## src/bist_pkg.sv

```systemverilog
package bist_pkg;

   localparam logic [1:0] OP_LOOKUP = 2'd0;
   localparam logic [1:0] OP_INSERT = 2'd1;
   localparam logic [1:0] OP_REMOVE = 2'd2;

   localparam int COUNT_OUT_W = 5;

   typedef struct packed {
      logic [1:0]         opcode;
      logic signed [31:0] value;
   } req_payload_type;

   typedef struct packed {
      logic                   success;
      logic                   full_refused;
      logic [COUNT_OUT_W-1:0] member_count;
   } rsp_payload_type;

   typedef struct packed {
      logic load;
      logic compare;
      logic commit;
   } dp_cmd_type;

   typedef struct packed {
      logic out_free;
   } dp_status_type;

endpackage

```

## src/bist_req_if.sv

```systemverilog
interface bist_req_if;
   import bist_pkg::*;

   logic            valid;
   logic            ready;
   req_payload_type payload;

   modport source (output valid, output payload, input ready);
   modport sink (input valid, input payload, output ready);
endinterface

```

## src/bist_rsp_if.sv

```systemverilog
interface bist_rsp_if;
   import bist_pkg::*;

   logic            valid;
   logic            ready;
   rsp_payload_type payload;

   modport source (output valid, output payload, input ready);
   modport sink (input valid, input payload, output ready);
endinterface

```

## src/bist_ctrl.sv

```systemverilog
module bist_ctrl (
   input  logic                    clock,
   input  logic                    reset,
   input  logic                    req_valid,
   output logic                    req_ready,
   input  bist_pkg::dp_status_type status,
   output bist_pkg::dp_cmd_type    cmd
);
   import bist_pkg::*;

   typedef enum logic [2:0] {
      S_IDLE = 3'b001,
      S_CMP  = 3'b010,
      S_UPD  = 3'b100
   } state_type;

   state_type state_ff, state_in;

   always_comb begin
      state_in    = state_ff;
      req_ready   = 1'b0;
      cmd.load    = 1'b0;
      cmd.compare = 1'b0;
      cmd.commit  = 1'b0;
      case (state_ff)
         S_IDLE: begin
            req_ready = 1'b1;
            if (req_valid) begin
               cmd.load = 1'b1;
               state_in = S_CMP;
            end
         end
         S_CMP: begin
            cmd.compare = 1'b1;
            state_in    = S_UPD;
         end
         S_UPD: begin
            // hold until the result register can take the new beat
            if (status.out_free) begin
               cmd.commit = 1'b1;
               state_in   = S_IDLE;
            end
         end
         default: state_in = S_IDLE;
      endcase
   end

   always_ff @(posedge clock) begin
      if (reset) begin
         state_ff <= S_IDLE;
      end else begin
         state_ff <= state_in;
      end
   end

endmodule

```

## src/bist_dp.sv

```systemverilog
module bist_dp #(
   parameter int CAPACITY = 16
) (
   input  logic                      clock,
   input  logic                      reset,
   input  bist_pkg::dp_cmd_type      cmd,
   output bist_pkg::dp_status_type   status,
   input  bist_pkg::req_payload_type req_payload,
   output logic                      rsp_valid,
   input  logic                      rsp_ready,
   output bist_pkg::rsp_payload_type rsp_payload
);
   import bist_pkg::*;

   localparam int CW = $clog2(CAPACITY + 1);
   localparam int IW = $clog2(CAPACITY);
   localparam int XW = (CW > COUNT_OUT_W) ? CW : COUNT_OUT_W;

   logic [1:0]          op_ff;
   logic [31:0]         value_ff;
   logic [CAPACITY-1:0] match_ff, match_in;
   logic [31:0]         slot_ff [CAPACITY];
   logic [31:0]         slot_in [CAPACITY];
   logic [CAPACITY-1:0] slot_we;
   logic [CW-1:0]       count_ff, count_in;
   logic                rsp_valid_ff;
   rsp_payload_type     rsp_ff, rsp_in;

   logic [CAPACITY-1:0] pre [IW+1];
   logic                found, full, ins_ok, rem_ok;
   logic [XW-1:0]       count_x;

   always_comb begin
      for (int j = 0; j < CAPACITY; j++) begin
         match_in[j] = (slot_ff[j] == value_ff) && (CW'(j) < count_ff);
      end
   end

   // first-match-and-above mask, log-depth prefix OR
   always_comb begin
      pre[0] = match_ff;
      for (int k = 0; k < IW; k++) begin
         for (int j = 0; j < CAPACITY; j++) begin
            if (j >= (1 << k)) begin
               pre[k+1][j] = pre[k][j] | pre[k][j - (1 << k)];
            end else begin
               pre[k+1][j] = pre[k][j];
            end
         end
      end
   end

   always_comb begin
      found  = |match_ff;
      full   = (count_ff == CW'(CAPACITY));
      ins_ok = (op_ff == OP_INSERT) && !found && !full;
      rem_ok = (op_ff == OP_REMOVE) && found;

      count_in = count_ff;
      if (ins_ok) begin
         count_in = count_ff + CW'(1);
      end else if (rem_ok) begin
         count_in = count_ff - CW'(1);
      end

      for (int j = 0; j < CAPACITY; j++) begin
         slot_we[j] = 1'b0;
         slot_in[j] = value_ff;
         if (ins_ok && (count_ff == CW'(j))) begin
            slot_we[j] = 1'b1;
         end else if (j < CAPACITY - 1) begin
            if (rem_ok && pre[IW][j] && (CW'(j + 1) < count_ff)) begin
               slot_we[j] = 1'b1;
               slot_in[j] = slot_ff[j + 1];
            end
         end
      end

      count_x = XW'(count_in);
      rsp_in.success      = 1'b0;
      rsp_in.full_refused = 1'b0;
      rsp_in.member_count = count_x[COUNT_OUT_W-1:0];
      case (op_ff)
         OP_LOOKUP: rsp_in.success = found;
         OP_INSERT: begin
            rsp_in.success      = ins_ok;
            rsp_in.full_refused = !found && full;
         end
         OP_REMOVE: rsp_in.success = rem_ok;
         default:   rsp_in.success = 1'b0;
      endcase
   end

   always_ff @(posedge clock) begin
      if (cmd.load) begin
         op_ff    <= req_payload.opcode;
         value_ff <= req_payload.value;
      end
      if (cmd.compare) begin
         match_ff <= match_in;
      end
      if (cmd.commit) begin
         rsp_ff <= rsp_in;
         for (int j = 0; j < CAPACITY; j++) begin
            if (slot_we[j]) begin
               slot_ff[j] <= slot_in[j];
            end
         end
      end
   end

   always_ff @(posedge clock) begin
      if (reset) begin
         count_ff     <= '0;
         rsp_valid_ff <= 1'b0;
      end else begin
         if (cmd.commit) begin
            count_ff     <= count_in;
            rsp_valid_ff <= 1'b1;
         end else if (rsp_ready) begin
            rsp_valid_ff <= 1'b0;
         end
      end
   end

   assign status.out_free = !rsp_valid_ff || rsp_ready;
   assign rsp_valid       = rsp_valid_ff;
   assign rsp_payload     = rsp_ff;

endmodule

```

## src/bounded_integer_set_table_core.sv

```systemverilog
// Bounded set of up to CAPACITY distinct signed 32-bit values, held in slots
// 0 to count-1 with an occupancy count. A request beat carries an opcode
// (lookup, insert, remove) and a value; each one yields exactly one response
// beat with success, full_refused and the member count after the operation
// (low 5 bits). An accepted beat goes through these steps in order: the request is
// captured, the value is compared against every slot at once, and the append or
// the shift-down is applied while the response register is loaded. The next
// request is taken in the cycle after that update, while the previous
// response may still wait; the update cycle stalls only while an untaken
// response holds the output register. After reset the set is empty and is
// usable at once.
module bounded_integer_set_table_core #(
   parameter int CAPACITY = 16
) (
   input  logic       clock,
   input  logic       reset,
   bist_req_if.sink   req_chan,
   bist_rsp_if.source rsp_chan
);
   import bist_pkg::*;

   dp_cmd_type    cmd;
   dp_status_type status;

   bist_ctrl u_ctrl (
      .clock     (clock),
      .reset     (reset),
      .req_valid (req_chan.valid),
      .req_ready (req_chan.ready),
      .status    (status),
      .cmd       (cmd)
   );

   bist_dp #(
      .CAPACITY (CAPACITY)
   ) u_dp (
      .clock       (clock),
      .reset       (reset),
      .cmd         (cmd),
      .status      (status),
      .req_payload (req_chan.payload),
      .rsp_valid   (rsp_chan.valid),
      .rsp_ready   (rsp_chan.ready),
      .rsp_payload (rsp_chan.payload)
   );

endmodule

```

## src/flat_wrapper.sv

```systemverilog
// flat-port wrapper written by rule: the top's interface ports become plain ports
module bounded_integer_set_table_core_flat import bist_pkg::*;
#(
   parameter int CAPACITY = 16
)
  (clock, reset, req_chan_valid, req_chan_payload, req_chan_ready, rsp_chan_valid, rsp_chan_payload, rsp_chan_ready);
  bist_req_if req_chan_i ();
  bist_rsp_if rsp_chan_i ();
  input  logic clock;
  input  logic reset;
  input wire logic [$bits(req_chan_i.valid)-1:0] req_chan_valid;
  input wire logic [$bits(req_chan_i.payload)-1:0] req_chan_payload;
  output wire logic [$bits(req_chan_i.ready)-1:0] req_chan_ready;
  output wire logic [$bits(rsp_chan_i.valid)-1:0] rsp_chan_valid;
  output wire logic [$bits(rsp_chan_i.payload)-1:0] rsp_chan_payload;
  input wire logic [$bits(rsp_chan_i.ready)-1:0] rsp_chan_ready;
  assign req_chan_i.valid = req_chan_valid;
  assign req_chan_i.payload = req_chan_payload;
  assign req_chan_ready = req_chan_i.ready;
  assign rsp_chan_valid = rsp_chan_i.valid;
  assign rsp_chan_payload = rsp_chan_i.payload;
  assign rsp_chan_i.ready = rsp_chan_ready;
  bounded_integer_set_table_core #(.CAPACITY(CAPACITY)) u_core (.clock(clock), .reset(reset), .req_chan(req_chan_i), .rsp_chan(rsp_chan_i));
endmodule
```

## config.mk

```make
export PLATFORM = sky130hd
export DESIGN_NAME = bounded_integer_set_table_core_flat
export DESIGN_NICKNAME = d
export VERILOG_FILES = /design/src/bist_pkg.sv /design/src/bist_req_if.sv /design/src/bist_rsp_if.sv /design/src/bist_ctrl.sv /design/src/bist_dp.sv /design/src/bounded_integer_set_table_core.sv /design/src/flat_wrapper.sv
export SDC_FILE = /design/constraint.sdc
export NUM_CORES = 1
export LEC_CHECK = 0
export BUFFER_PORTS_ARGS = -buffer_cell sky130_fd_sc_hd__buf_4
export CAP_MARGIN = 20
export CELL_PAD_IN_SITES_DETAIL_PLACEMENT = 0
export CELL_PAD_IN_SITES_GLOBAL_PLACEMENT = 1
export CORE_ASPECT_RATIO = 0.5
export CORE_MARGIN = 2
export CORE_UTILIZATION = 39
export CTS_CLUSTER_SIZE = 25
export DETAILED_ROUTE_END_ITERATION = 8
export PLACE_DENSITY = 0.63
export SLEW_MARGIN = 20
export SYNTH_ARGS = -nofsm -noshare
export SYNTH_HDL_FRONTEND = slang
export SYNTH_HIERARCHICAL = 1
export SYNTH_SLANG_ARGS = --single-unit
```

## constraint.sdc

```tcl
create_clock -name clock -period 5.36 [get_ports clock]
set_input_delay 0.804 -clock clock [delete_from_list [all_inputs] [get_ports clock]]
set_output_delay 0.804 -clock clock [all_outputs]
set_load 0.01 [all_outputs]
```

; Word-level counts from Yosys, hierarchy flattened
; Memory sizes are Yosys's and may differ from the RTL's.
; Index checks and enable logic that the tools add are counted.
[word_totals]
reg_bits = 66
ram_bits = 512
memories = 1
[classes]
addsub = 2
order_cmp = 16
eq_ne = 39
mux = 126
n_bitwise = 45
reduce_logical = 76
[mem_list]
columns = name, words, width, read_ports, rd_clocked_by_memory_dff, write_ports, line
row1 = u_core.u_dp.slot_ff, 16, 32, 16, 0, 15, bist_dp.sv:22  ; logic [31:0] slot_ff [CAPACITY];
[ops]
columns = op, count
row1 = $mux W32, 31
row2 = $eq A32 B32 Y1, 16
row3 = $mux W1, 88
row4 = $logic_and A1 B1 Y1, 66
row5 = $or A1 B1 Y1, 45
row6 = $eq A5 B4 Y1 const B, 8
row7 = $lt A4 B5 Y1 const A, 8
row8 = $reduce_or A32 Y1, 1
row9 = $eq A5 B3 Y1 const B, 4
row10 = $lt A3 B5 Y1 const A, 4
row11 = $reduce_or A16 Y1, 1
row12 = $eq A5 B2 Y1 const B, 2
row13 = $lt A1 B5 Y1 const A, 2
row14 = $lt A2 B5 Y1 const A, 2
row15 = $mux W5, 2
row16 = $pmux W3 S3, 1
row17 = $mux W3, 2
row18 = $add A5 B1 Y5 const B, 1
row19 = $eq A5 B1 Y1 const B, 1
row20 = $eq A5 B5 Y1 const B, 1
row21 = $logic_not A5 Y1, 1
row22 = $sub A5 B1 Y5 const B, 1
row23 = $mux W4, 1
row24 = $eq A3 B1 Y1 const B, 1
row25 = 12 further kinds, 14

; Logic depth before layout (Yosys ltp)
; Gate-level depths: netlist of run 1.
[depth]
depth_word = 11
mapped_depth = 8
mapped_depth_nobuf = 6

; Hierarchy
; Netlist of run 1, hierarchy kept.
[modules_own_cells]
columns = module, n_inst, cells_each, area_each_um2, seq_area_each_um2
row1 = bist_dp, 1, 2105, 30189.0, 17206.5
row2 = bist_ctrl, 1, 20, 157.7, 60.1

; Least setup slack after synthesis of run 1
; No wires, ideal clock.
[synth_path]
path_kind = input to register
start = in rsp_chan_ready
end = mem u_core.u_dp.slot_ff[15][0], in the netlist u_core/u_dp/slot_ff[1][224], enable pin
setup_ns = 0.461
arrival_time_ns = 4.158
path_slack_ns = 0.740
path_stages = 6
n_path_buf = 1
path_cell_list = nand2b_1 -> nand2_1 -> nor3_1 -> clkbuf_1 -> nand2_1 -> nor3_1
[synth_rtl]
columns = item, line
row1 = from (decl), flat_wrapper.sv:16  ; input wire logic [$bits(rsp_chan_i.ready)-1:0] rsp_chan_ready;
row2 = to (decl), bist_dp.sv:22

==> summary.md, run 1 <==
| Metric | Value |
|---|---|
| CTS Sinks | about 580 |
| Element type at the critical path end | flip-flop |
| Leak | between 10 and 15 nW |
| R2r setup slk | 1.73 ns |
| Clk slew on worst S/H paths | roughly 0.070 ns |
| Htree depth | 2 |
| Worst R2R Start | u_core/u_dp/match_ff[13] |
| Main flop type after synthesis | edfxtp_1 |
| Post-route DRC | 0 |
| Num CTS Buffers | between 50 and 60 |
| Layout Nets | approximately 2,200 |
| Clock root buffer | clkbuf_16 |
| Dpl cells | slightly above 3,000 |
| Worst-Skew Late Latency | 0.63 ns |
| Critical path's top delay family | simple AND/OR/NAND/NOR gates |
| WL final | between 80,000 and 90,000 um |
| R2R Path End | u_core/u_dp/slot_ff[1][164] |
| Most common cell after layout, fill and taps aside | edfxtp_1 |
| Cells after Synth | approximately 2,100 |
| Drt pass-1 iters | 7 |
| Io pins | 47 |
| Die Width | around 400 um |
| Power Density | 289 nW/um^2 |
| Seq/Total Area, Yosys | 56.9% |
| Peak supply drop | about 0.00025 V |
| RSZ-0062 raised after global routing | false |
| WP depth | 5 |
| Worst setup SP type | flip-flop |
| Largest net degree at the start of global routing | 35 |
| Min Tclk post-route | 3.63 ns |
| Post-Syn Area per Cell | ~14 sq um |
| Starting Density | between 30% and 40% |
| Vias per cell | 5.42 |
| First-pass GRT wire length | 127,000 um |
| Worst-margin pin slew | roughly 1.1 ns |
| Max Cap Viol | 0 |
| CTS resizes | 0 |
| Detailed router's first-iteration violation count | 1,630 |
| Fmax | ~280 MHz |
| Clk buf depth | 3 |
| Postcts setup bufs | 0 |
| Layout cells sized above 1 | 32.5% |
| Vias | roughly 17,000 |
| Chip height | approximately 200 um |
| Initial antenna violation count | 2 |
| Final Hold Viols | 0 |
| Worst Setup EP | u_core/u_dp/slot_ff[1][164] |
| Site Rows | 72 |
| Multi-input logic area | 12,400 sq um |
| Buffers & Inverters on Critical Path | 0 |
| Status | complete, no violations |
| Overall Global Routing Usage | a little over a fifth |
| Full die area | about 80,000 sq um |
| Fillers | approximately 7,000 |
| Placeable Area | ~77,000 sq um |
| R2R depth | 5 |
| Drt wl/cell | ~28 um |
| Crit path kind | flip-flop to flip-flop |
| Worst EP required | between 5 and 6 ns |
| Synthesized area | 30,300 sq um |
| Flops & latches, synth | slightly below 600 |
| Crit. Startpoint | u_core/u_dp/match_ff[13] |
| Port buffer count | 46 |
| Hold Buf Count CTS | 0 |
| Crit-path cells | or4_1 > nor2b_1 > and2_0 > nand4_1 > a21oi_4 |
| Number of enable flip-flop cells after synthesis | approximately 570 |
| Layout Cells excl Fill | ~3,200 |
| Diode count | 0 |
| Layout area overhead | 11.0% |
| Syn Nets | about 2,200 |
| Most frequent cells in the layout | edfxtp_1 (569), mux2_2 (441), xor2_1 (381) |
| Post-synth ARST share | 0% |
| Routability Congestion | a little under 0.9 |
| Synth warn | 6 |
| Final Cycle Share | between 60% and 70% |
| Critical Path AT | 3.87 ns |
| CP max stage delay | 0.85 ns |
| GRT overflow | 0 |
| Crit path max fanout | 32 |
| Rel. slew slack | approximately a quarter |
| Slew Viols, Final | 0 |
| Post-DP HPWL | ~60,000 um |
| Yosys cell types | 53 |
| HP Class | input pin to flip-flop |
| Final setup fails | 0 |
| Final TNS setup | 0 ns |
| CTS tree | yes |
| Final ANT Viol Nets | 0 |
| CP max-delay cell | a21oi_4 |
| Vias in the first global route | between 15,000 and 20,000 |
| FF+latch area | 17,300 sq um |
| Final worst clock skew | between 0.02 and 0.025 ns |
-- state kept, by name, summed over array words and instances, names as in the netlist --
name                     count
u_core/u_ctrl/state_ff       3
u_core/u_dp/count_ff         5
u_core/u_dp/match_ff        16
u_core/u_dp/op_ff            2
u_core/u_dp/rsp_payload      7
u_core/u_dp/rsp_valid        1
u_core/u_dp/slot_ff        512
u_core/u_dp/value_ff        32
-- per-stage QoR --
step                area, sq um  total power [mW]  setup WS [ns]  hold slack (ns)  utilization (%)
finish                    33700              9.73           1.73            0.349             43.7
global route              33700              10.0           1.54            0.326             43.7
CTS                       33600              9.80           1.66            0.319             43.6
detailed placement        31900              5.98           1.70            0.575             41.4
global placement          31900              5.98           1.72            0.581             41.4
floorplan                 30300              5.68          0.740            0.424                -
-- power breakdown --
group	leakage (nW)	total [mW]	internal (mW)	switching, mW
sequential	5.19	5.05	5.00	0.0461
combinational	4.91	0.850	0.359	0.491
clock	0.832	3.82	2.06	1.76
total	10.9	9.73	7.42	2.30
-- cells by family (layout without fill, tap and decap cells) --
kind of cell | count (synthesis) | in the layout | synth area share, %
mux | 485 | 485 | 18.4
simple gates | 293 | 293 | 5.64
flops | 578 | 578 | 56.9
fa+ha+maj | 5 | 5 | 0.206
xor+xnor | 515 | 515 | 14.9
buf+inv | 197 | 230 | 2.89
compound gates | 52 | 52 | 1.15
-- Yosys cell counts, types with 3 or more instances --
library cell	instances	share of area [%]
o21ai_0	6	0.099
a21oi_1	21	0.35
and3_1	6	0.12
dfxtp_1	9	0.59
or4_1	3	0.074
nand4_1	50	1.0
nor3_1	22	0.36
xor2_1	381	11
buf_6	10	0.37
mux2_4	29	1.4
ha_1	5	0.21
edfxtp_1	569	56
buf_4	4	0.099
nor2b_1	5	0.10
nor3b_1	4	0.099
buf_1	37	0.46
mux2_1	15	0.56
inv_1	6	0.074
nor4_1	106	2.2
xnor2_1	134	3.9
mux2_2	441	16
or2_2	3	0.062
nand2_1	16	0.20
and2_0	3	0.062
clkbuf_1	103	1.3
o21a_1	8	0.20
buf_2	37	0.61
nand2b_1	4	0.082
nor2_1	28	0.35
nand3_1	31	0.51
-- per-layer routing --
metal / wire length [um] / track usage [%] / up-vias
li1: - / - / 7810
met1: 43700 / 33.4 / 8918
met2: 36400 / 30.9 / 483
met3: 6320 / 5.68 / 102
met4: 1690 / 4.56 / 0
met5: 0 / 0 / -
-- how the worst min path moves through the flow --
stage,startpoint,endpoint,slack [ns],cells after the start
after detailed placement,u_core/u_ctrl/state_ff[1],u_core/u_ctrl/state_ff[0],0.58,2
after floorplan,u_core/u_dp/value_ff[0],u_core/u_dp/slot_ff[1][224],0.42,0
after global placement,u_core/u_dp/slot_ff[1][48],u_core/u_dp/slot_ff[1][16],0.58,1
after global routing,req_chan_payload[17],u_core/u_dp/value_ff[17],0.33,1
after CTS,req_chan_payload[26],u_core/u_dp/value_ff[26],0.32,1
final,req_chan_payload[10],u_core/u_dp/value_ff[10],0.35,1
-- area by class of cell --
cell class	count	area share (%)
timing repair buffer	121	2.99
sequential	578	51.3
tap	1036	3.85
inverter	6	0.0669
clock buffer	69	4.43
clock inverter	34	0.628
multi-input combinational	1350	36.8
(Power assumes the default switching activity.)
==> inputs of run 2 (changes only) <==
==> constraint.sdc (replaced) <==
create_clock -name clock -period 3.4 [get_ports clock]
set_input_delay 0.51 -clock clock [delete_from_list [all_inputs] [get_ports clock]]
set_output_delay 0.51 -clock clock [all_outputs]
set_load 0.01 [all_outputs]
==> run 2 against run 1 <==
Net effect:
- worst setup slack lost 1.5 ns
- critical path depth grew 1
- non-clock buffer count grew 57
- largest power group unchanged
- clock skew grew 0.011 ns
- routed wire length grew 0.88%
==> summary.md, run 2 (synthesis results as in run 1) <==
| Metric | Value |
|---|---|
| Crit path max fanout | 32 (unchanged) |
| Vias in the first global route | 17,629 (was 17,637) |
| Max FFs per register | 512 (unchanged) |
| Peak supply drop | 0.000349 V (was 0.000251 V) |
| Vias | 17,399 (was 17,313) |
| Reg with most FFs | u_core/u_dp/slot_ff (unchanged) |
| Clock root buffer | clkbuf_16 (unchanged) |
| Met2 GRT Util | 31.8% (was 30.9%) |
| CTS Sinks | 578 (unchanged) |
| Worst setup SP type | flip-flop (unchanged) |
| R2r setup slk | 0.23 ns (was 1.73 ns) |
| First-pass GRT wire length | 127,000 um (about the same) |
| Worst hold path startpoint | req_chan_payload[30] (was req_chan_payload[10]) |
| Worst-Skew Late Latency | 0.64 ns (was 0.63 ns) |
| RSZ-0062 raised after global routing | false (unchanged) |
| Routability Congestion | 0.870 (was 0.876) |
| Most common cell after layout, fill and taps aside | edfxtp_1 (unchanged) |
| GR Layer Usage met3 | 4.81% (was 5.68%) |
| Leak | 11.3 nW (was 10.9 nW) |
| Overall Global Routing Usage | 22.0% (was 21.9%) |
| Layout Nets | 2,212 (was 2,156) |
| Layout area overhead | 13.5% (was 11.0%) |
| Placed cell areas | 32,700 sq um (was 31,900 sq um) |
| R2R depth | 6 (was 5) |
| Final setup fails | 0 (unchanged) |
| Rel. slew slack | 23.2% (was 25.6%) |
| Clk buf depth | 3 (unchanged) |
| Crit path kind | flip-flop to flip-flop (unchanged) |
| Drt pass-1 iters | 7 (unchanged) |
| Layout cells sized above 1 | 34.1% (was 32.5%) |
| Num CTS Buffers | 55 (was 56) |
| Detailed router's first-iteration violation count | 1,584 (was 1,630) |
| CTS tree | yes (unchanged) |
| CTS resizes | 0 (unchanged) |
| Worst EP required | 3.66 ns (was 5.61 ns) |
| Final TNS setup | 0 ns (unchanged) |
| Slew Viols, Final | 0 (unchanged) |
| Die Width | 398 um (unchanged) |
| Critical Path AT | 3.43 ns (was 3.87 ns) |
| Crit. Startpoint | u_core/u_dp/match_ff[13] (unchanged) |
| Final ANT Viol Nets | 0 (unchanged) |
| Most frequent cells in the layout | edfxtp_1 (569), mux2_2 (441), xor2_1 (381) (unchanged) |
| GRT overflow | 0 (unchanged) |
| Postcts setup bufs | 0 (unchanged) |
| Max Cap Viol | 0 (unchanged) |
| Post-DP HPWL | 60,600 um (was 60,000 um) |
| Min Tclk post-route | 3.17 ns (was 3.63 ns) |
| Clk slew on worst S/H paths | 0.06 ns (was 0.07 ns) |
| Final Cycle Share | 93.1% (was 67.7%) |
| HP Class | input pin to flip-flop (unchanged) |
| Status | complete, no violations (unchanged) |
| Drt wl/cell | 27.3 um (was 27.6 um) |
| Power Density | 448 nW/um^2 (was 289 nW/um^2) |
| Post-route DRC | 0 (unchanged) |
| Hold Buf Count CTS | 0 (unchanged) |
| GR peak layer | met1 (unchanged) |
| Worst R2R Start | u_core/u_dp/match_ff[13] (unchanged) |
| Element type at the critical path end | flip-flop (unchanged) |
| Largest net degree at the start of global routing | 35 (unchanged) |
| Worst-margin pin slew | 1.15 ns (was 1.12 ns) |
| Final Instance Area | 34,400 sq um (was 33,700 sq um) |
| Final Hold Viols | 0 (unchanged) |
| Starting Density | 39.4% (unchanged) |
| Htree depth | 2 (unchanged) |
| WL final | 88,900 um (was 88,100 um) |
| Dpl cells | 3,148 (was 3,088) |
| Grt met1 use | 33.7% (was 33.4%) |
| Full die area | 80,200 sq um (unchanged) |
| Final worst clock skew | 0.0310 ns (was 0.0201 ns) |
| Vias per cell | 5.35 (was 5.42) |
| Layout Cells excl Fill | 3,250 (was 3,194) |
| Io pins | 47 (unchanged) |
| Port buffer count | 46 (unchanged) |
| Final core occ | 44.7% (was 43.7%) |
| Initial antenna violation count | 3 (was 2) |
| Fmax | 316 MHz (was 276 MHz) |
| Largest registers | u_core/u_dp/slot_ff x512, u_core/u_dp/value_ff x32, u_core/u_dp/match_ff x16 (unchanged) |
| Overall power | 15.4 mW (was 9.73 mW) |
| Chip height | 201 um (unchanged) |
| Site Rows | 72 (unchanged) |
| Worst hold stages | 1 (unchanged) |
| Placeable Area | 77,100 sq um (unchanged) |
## run 2: cell count changes in the layout (fill, tap and decap cells not counted), sizes merged
cell      before  now
bufinv         2    3
inv            6    7
clkinv        28   24
clkinvlp       4    3
clkbuf        69   70
diode          0    1
buf          121  178
## run 2: final timing paths
path / end
max: u_core/u_dp/slot_ff[1][92]
min: u_core/u_dp/value_ff[30]
max reg2reg: u_core/u_dp/slot_ff[1][92]
min reg2reg: u_core/u_ctrl/state_ff[0]
## run 2: layout make-up
cell class              count  area, sq um
well taps                1036         1300
flip-flops and latches    578        17300
diodes                      1         2.50
clock buffers              70         1450
fillers                  6962        42700
clock inverters            31          236
multi-input cells        1350        12400
inverters                   6         22.5
repair buffers            178         1770
## run 2: worst max-delay path, stage by stage, from the launching register on
cell	delay (ns)
edfxtp_1	0.45
or4_1	0.70
nor2b_1	0.49
nand3_1	0.21
nor3b_1	0.36
o21a_1	0.17
buf_4	0.39
## run 2: per-layer routing
layer  vias to the layer above  wire (um)
li1                       7920          -
met1                      8942      43900
met2                       448      37900
met4                         2       1450
met3                        87       5620
met5                         -         13
## run 2: metrics by stage
stage | setup slack, ns | hold slack (ns)
after floorplan | -0.572 | 0.424
after global placement | 0.335 | 0.573
after detailed placement | 0.284 | 0.567
after CTS | 0.252 | 0.0104
after global routing | 0.0807 | 0.0161
final | 0.233 | 0.0465
## run 2: report_power, final
part	leakage, nW	internal, mW	switching, mW
sequential	5.19	7.89	0.110
combinational	5.34	0.631	0.746
clock	0.820	3.25	2.81
total	11.3	11.8	3.66
==> inputs of run 3 (changes only) <==
--- a/config.mk
+++ b/config.mk
@@ -7,14 +7,14 @@
 export LEC_CHECK = 0
 export BUFFER_PORTS_ARGS = -buffer_cell sky130_fd_sc_hd__buf_4
 export CAP_MARGIN = 20
-export CELL_PAD_IN_SITES_DETAIL_PLACEMENT = 0
-export CELL_PAD_IN_SITES_GLOBAL_PLACEMENT = 1
+export CELL_PAD_IN_SITES_DETAIL_PLACEMENT = 1
+export CELL_PAD_IN_SITES_GLOBAL_PLACEMENT = 2
 export CORE_ASPECT_RATIO = 0.5
 export CORE_MARGIN = 2
 export CORE_UTILIZATION = 39
 export CTS_CLUSTER_SIZE = 25
 export DETAILED_ROUTE_END_ITERATION = 8
-export PLACE_DENSITY = 0.63
+export PLACE_DENSITY = 0.71
 export SLEW_MARGIN = 20
 export SYNTH_ARGS = -nofsm -noshare
 export SYNTH_HDL_FRONTEND = slang
==> constraint.sdc (replaced) <==
create_clock -name clock -period 4.1 [get_ports clock]
set_input_delay 0.615 -clock clock [delete_from_list [all_inputs] [get_ports clock]]
set_output_delay 0.615 -clock clock [all_outputs]
set_load 0.01 [all_outputs]
==> run 3 against run 2 <==
Net effect:
- critical path depth is the same
- via count grew 1.3%
- worst setup slack improved by 0.41 ns
- die area unchanged
- register-to-register slack better by 0.41 ns
- global-route usage increased by 0.83 points
- sequential cell count is the same
- clock-buffer cell count increased by 1
- maximum frequency fell by 8.3%
- non-clock buffer count shrank 13
- largest cell class unchanged
- highest routed layer unchanged
==> summary.md, run 3 (synthesis results as in run 1) <==
| Metric | Value |
|---|---|
| WP depth | 6 (unchanged) |
| Num CTS Buffers | 56 (was 55) |
| First-pass GRT wire length | 133,000 um (was 127,000 um) |
| Power share of the clock group | 41.4% (was 39.2%) |
| Power Density | 387 nW/um^2 (was 448 nW/um^2) |
| Clk buf depth | 3 (unchanged) |
| Detailed router's first-iteration violation count | 1,547 (was 1,584) |
| Max FFs per register | 512 (unchanged) |
| Io pins | 47 (unchanged) |
| Crit-path cells | or4_1 > nor2b_1 > and2_0 > nand4_1 > a21oi_4 > buf_4 (was or4_1 > nor2b_1 > nand3_1 > nor3b_1 > o21a_1 > buf_4) |
| Placed cell areas | 32,300 sq um (was 32,700 sq um) |
| Chip height | 201 um (unchanged) |
| CTS tree | yes (unchanged) |
| Die Width | 398 um (unchanged) |
| Net Sw Frac | 23.4% (was 23.7%) |
| Routability Congestion | 0.840 (was 0.870) |
| Sw Pwr | 3.10 mW (was 3.66 mW) |
| Worst-Skew Late Latency | 0.64 ns (about the same) |
| Peak supply drop | 0.000311 V (was 0.000349 V) |
| Diode count | 0 (was 1) |
| Status | complete, no violations (unchanged) |
| Overall power | 13.2 mW (was 15.4 mW) |
| Fillers | 7,689 (was 6,962) |
| Starting Density | 39.4% (unchanged) |
| WL final | 92,200 um (was 88,900 um) |
| Crit path max fanout | 32 (unchanged) |
| Worst EP required | 4.37 ns (was 3.66 ns) |
| Final Hold Viols | 0 (unchanged) |
| Port buffer count | 46 (unchanged) |
| Final core occ | 44.4% (was 44.7%) |
| Worst setup margin | 0.648 ns (was 0.233 ns) |
| Htree depth | 2 (unchanged) |
| Minimum hold slack | 0.143 ns (was 0.0465 ns) |
| CTS resizes | 0 (unchanged) |
| Final Instance Area | 34,200 sq um (was 34,400 sq um) |
| Vias per cell | 5.44 (was 5.35) |
| Vias in the first global route | 18,564 (was 17,629) |
| Rel. slew slack | 22.0% (was 23.2%) |
| Site Rows | 72 (unchanged) |
| Layout Cells excl Fill | 3,240 (was 3,250) |
| Most frequent cells in the layout | edfxtp_1 (569), mux2_2 (441), xor2_1 (381) (unchanged) |
| Element type at the critical path end | flip-flop (unchanged) |
| Drt pass-1 iters | 5 (was 7) |
| Pre-CTS setup slack | 0.726 ns (was 0.284 ns) |
| Internal power | 10.1 mW (was 11.8 mW) |
| Placeable Area | 77,100 sq um (unchanged) |
| Dpl cells | 3,133 (was 3,148) |
| Leak | 11.3 nW (about the same) |
| Final worst clock skew | 0.0387 ns (was 0.0310 ns) |
| Post-DP HPWL | 65,500 um (was 60,600 um) |
| Layout Nets | 2,200 (was 2,212) |
| R2R depth | 6 (unchanged) |
| Reg with most FFs | u_core/u_dp/slot_ff (unchanged) |
| Critical path's top delay family | simple AND/OR/NAND/NOR gates (unchanged) |
| Min Tclk post-route | 3.45 ns (was 3.17 ns) |
| Overall Global Routing Usage | 22.8% (was 22.0%) |
| Final Cycle Share | 84.2% (was 93.1%) |
| Most common cell after layout, fill and taps aside | edfxtp_1 (unchanged) |
| Layout area overhead | 12.7% (was 13.5%) |
| Post-route DRC | 0 (unchanged) |
| Postcts setup bufs | 0 (unchanged) |
| HP Class | input pin to flip-flop (unchanged) |
| Slew Viols, Final | 0 (unchanged) |
| Critical Path AT | 3.72 ns (was 3.43 ns) |
| Worst hold stages | 1 (unchanged) |
| Largest registers | u_core/u_dp/slot_ff x512, u_core/u_dp/value_ff x32, u_core/u_dp/match_ff x16 (unchanged) |
| RSZ-0062 raised after global routing | false (unchanged) |
| GRT overflow | 0 (unchanged) |
| Final TNS setup | 0 ns (unchanged) |
| Vias | 17,627 (was 17,399) |
| Crit path kind | flip-flop to flip-flop (unchanged) |
| CP max stage delay | 0.71 ns (was 0.70 ns) |
| Initial antenna violation count | 3 (unchanged) |
| Gate power share | 8.4% (was 8.9%) |
| Max Cap Viol | 0 (unchanged) |
| Full die area | 80,200 sq um (unchanged) |
| Largest net degree at the start of global routing | 34 (was 35) |
| Sequential Power Share | 50.3% (was 51.8%) |
| Clk slew on worst S/H paths | 0.07 ns (was 0.06 ns) |
| Buffers & Inverters on Critical Path | 1 (unchanged) |
| Final setup fails | 0 (unchanged) |
| Final ANT Viol Nets | 0 (unchanged) |
| Layout cells sized above 1 | 34.1% (about the same) |
| CP max-delay cell | or4_1 (unchanged) |
| CTS Sinks | 578 (unchanged) |
| Worst-margin pin slew | 1.17 ns (was 1.15 ns) |
| Hold Buf Count CTS | 0 (unchanged) |
| Worst setup SP type | flip-flop (unchanged) |
| Drt wl/cell | 28.5 um (was 27.3 um) |
| Fmax | 290 MHz (was 316 MHz) |
| Clock root buffer | clkbuf_16 (unchanged) |
==> run 3: power by group through the flow <==
| stage | Sequential [mW] | Combinational [mW] | Clock [mW] |
|---|---|---|---|
| 3_3_place_gp | 6.78 | 1.08 | 0 |
| 3_5_place_dp | 6.78 | 1.09 | 0 |
| 4_1_cts | 6.65 | 1.11 | 5.58 |
| 6_report | 6.65 | 1.11 | 5.47 |
| 5_1_grt | 6.65 | 1.18 | 5.79 |
| 2_1_floorplan | 6.68 | 0.743 | 0 |
==> run 3: layout make-up <==
class | count | area, sq um | share of cell area (%)
well taps | 1036 | 1300 | 3.79
clock inverters | 34 | 379 | 1.11
repair buffers | 165 | 1330 | 3.90
multi-input cells | 1350 | 12400 | 36.3
flip-flops and latches | 578 | 17300 | 50.5
clock buffers | 71 | 1500 | 4.38
inverters | 6 | 22.5 | 0.0658
==> run 3: routing by layer <==
metal  wire [um]  vias up  GRT usage [%]
li1            -     7891              -
met1       44200     9213           33.5
met2       41100      418           35.1
met3        4870      103           3.97
met4        2010        2           5.54
met5          18        -              0
==> run 3: final timing paths <==
check                                                 from  slack [ns]                     endpoint
worst min register to register  u_core/u_dp/slot_ff[1][10]        0.58  u_core/u_dp/slot_ff[0][234]
worst max-delay path              u_core/u_dp/match_ff[13]        0.65   u_core/u_dp/slot_ff[0][97]
worst max register to register    u_core/u_dp/match_ff[13]        0.65   u_core/u_dp/slot_ff[0][97]
worst min-delay path                   req_chan_payload[3]        0.14      u_core/u_dp/value_ff[3]
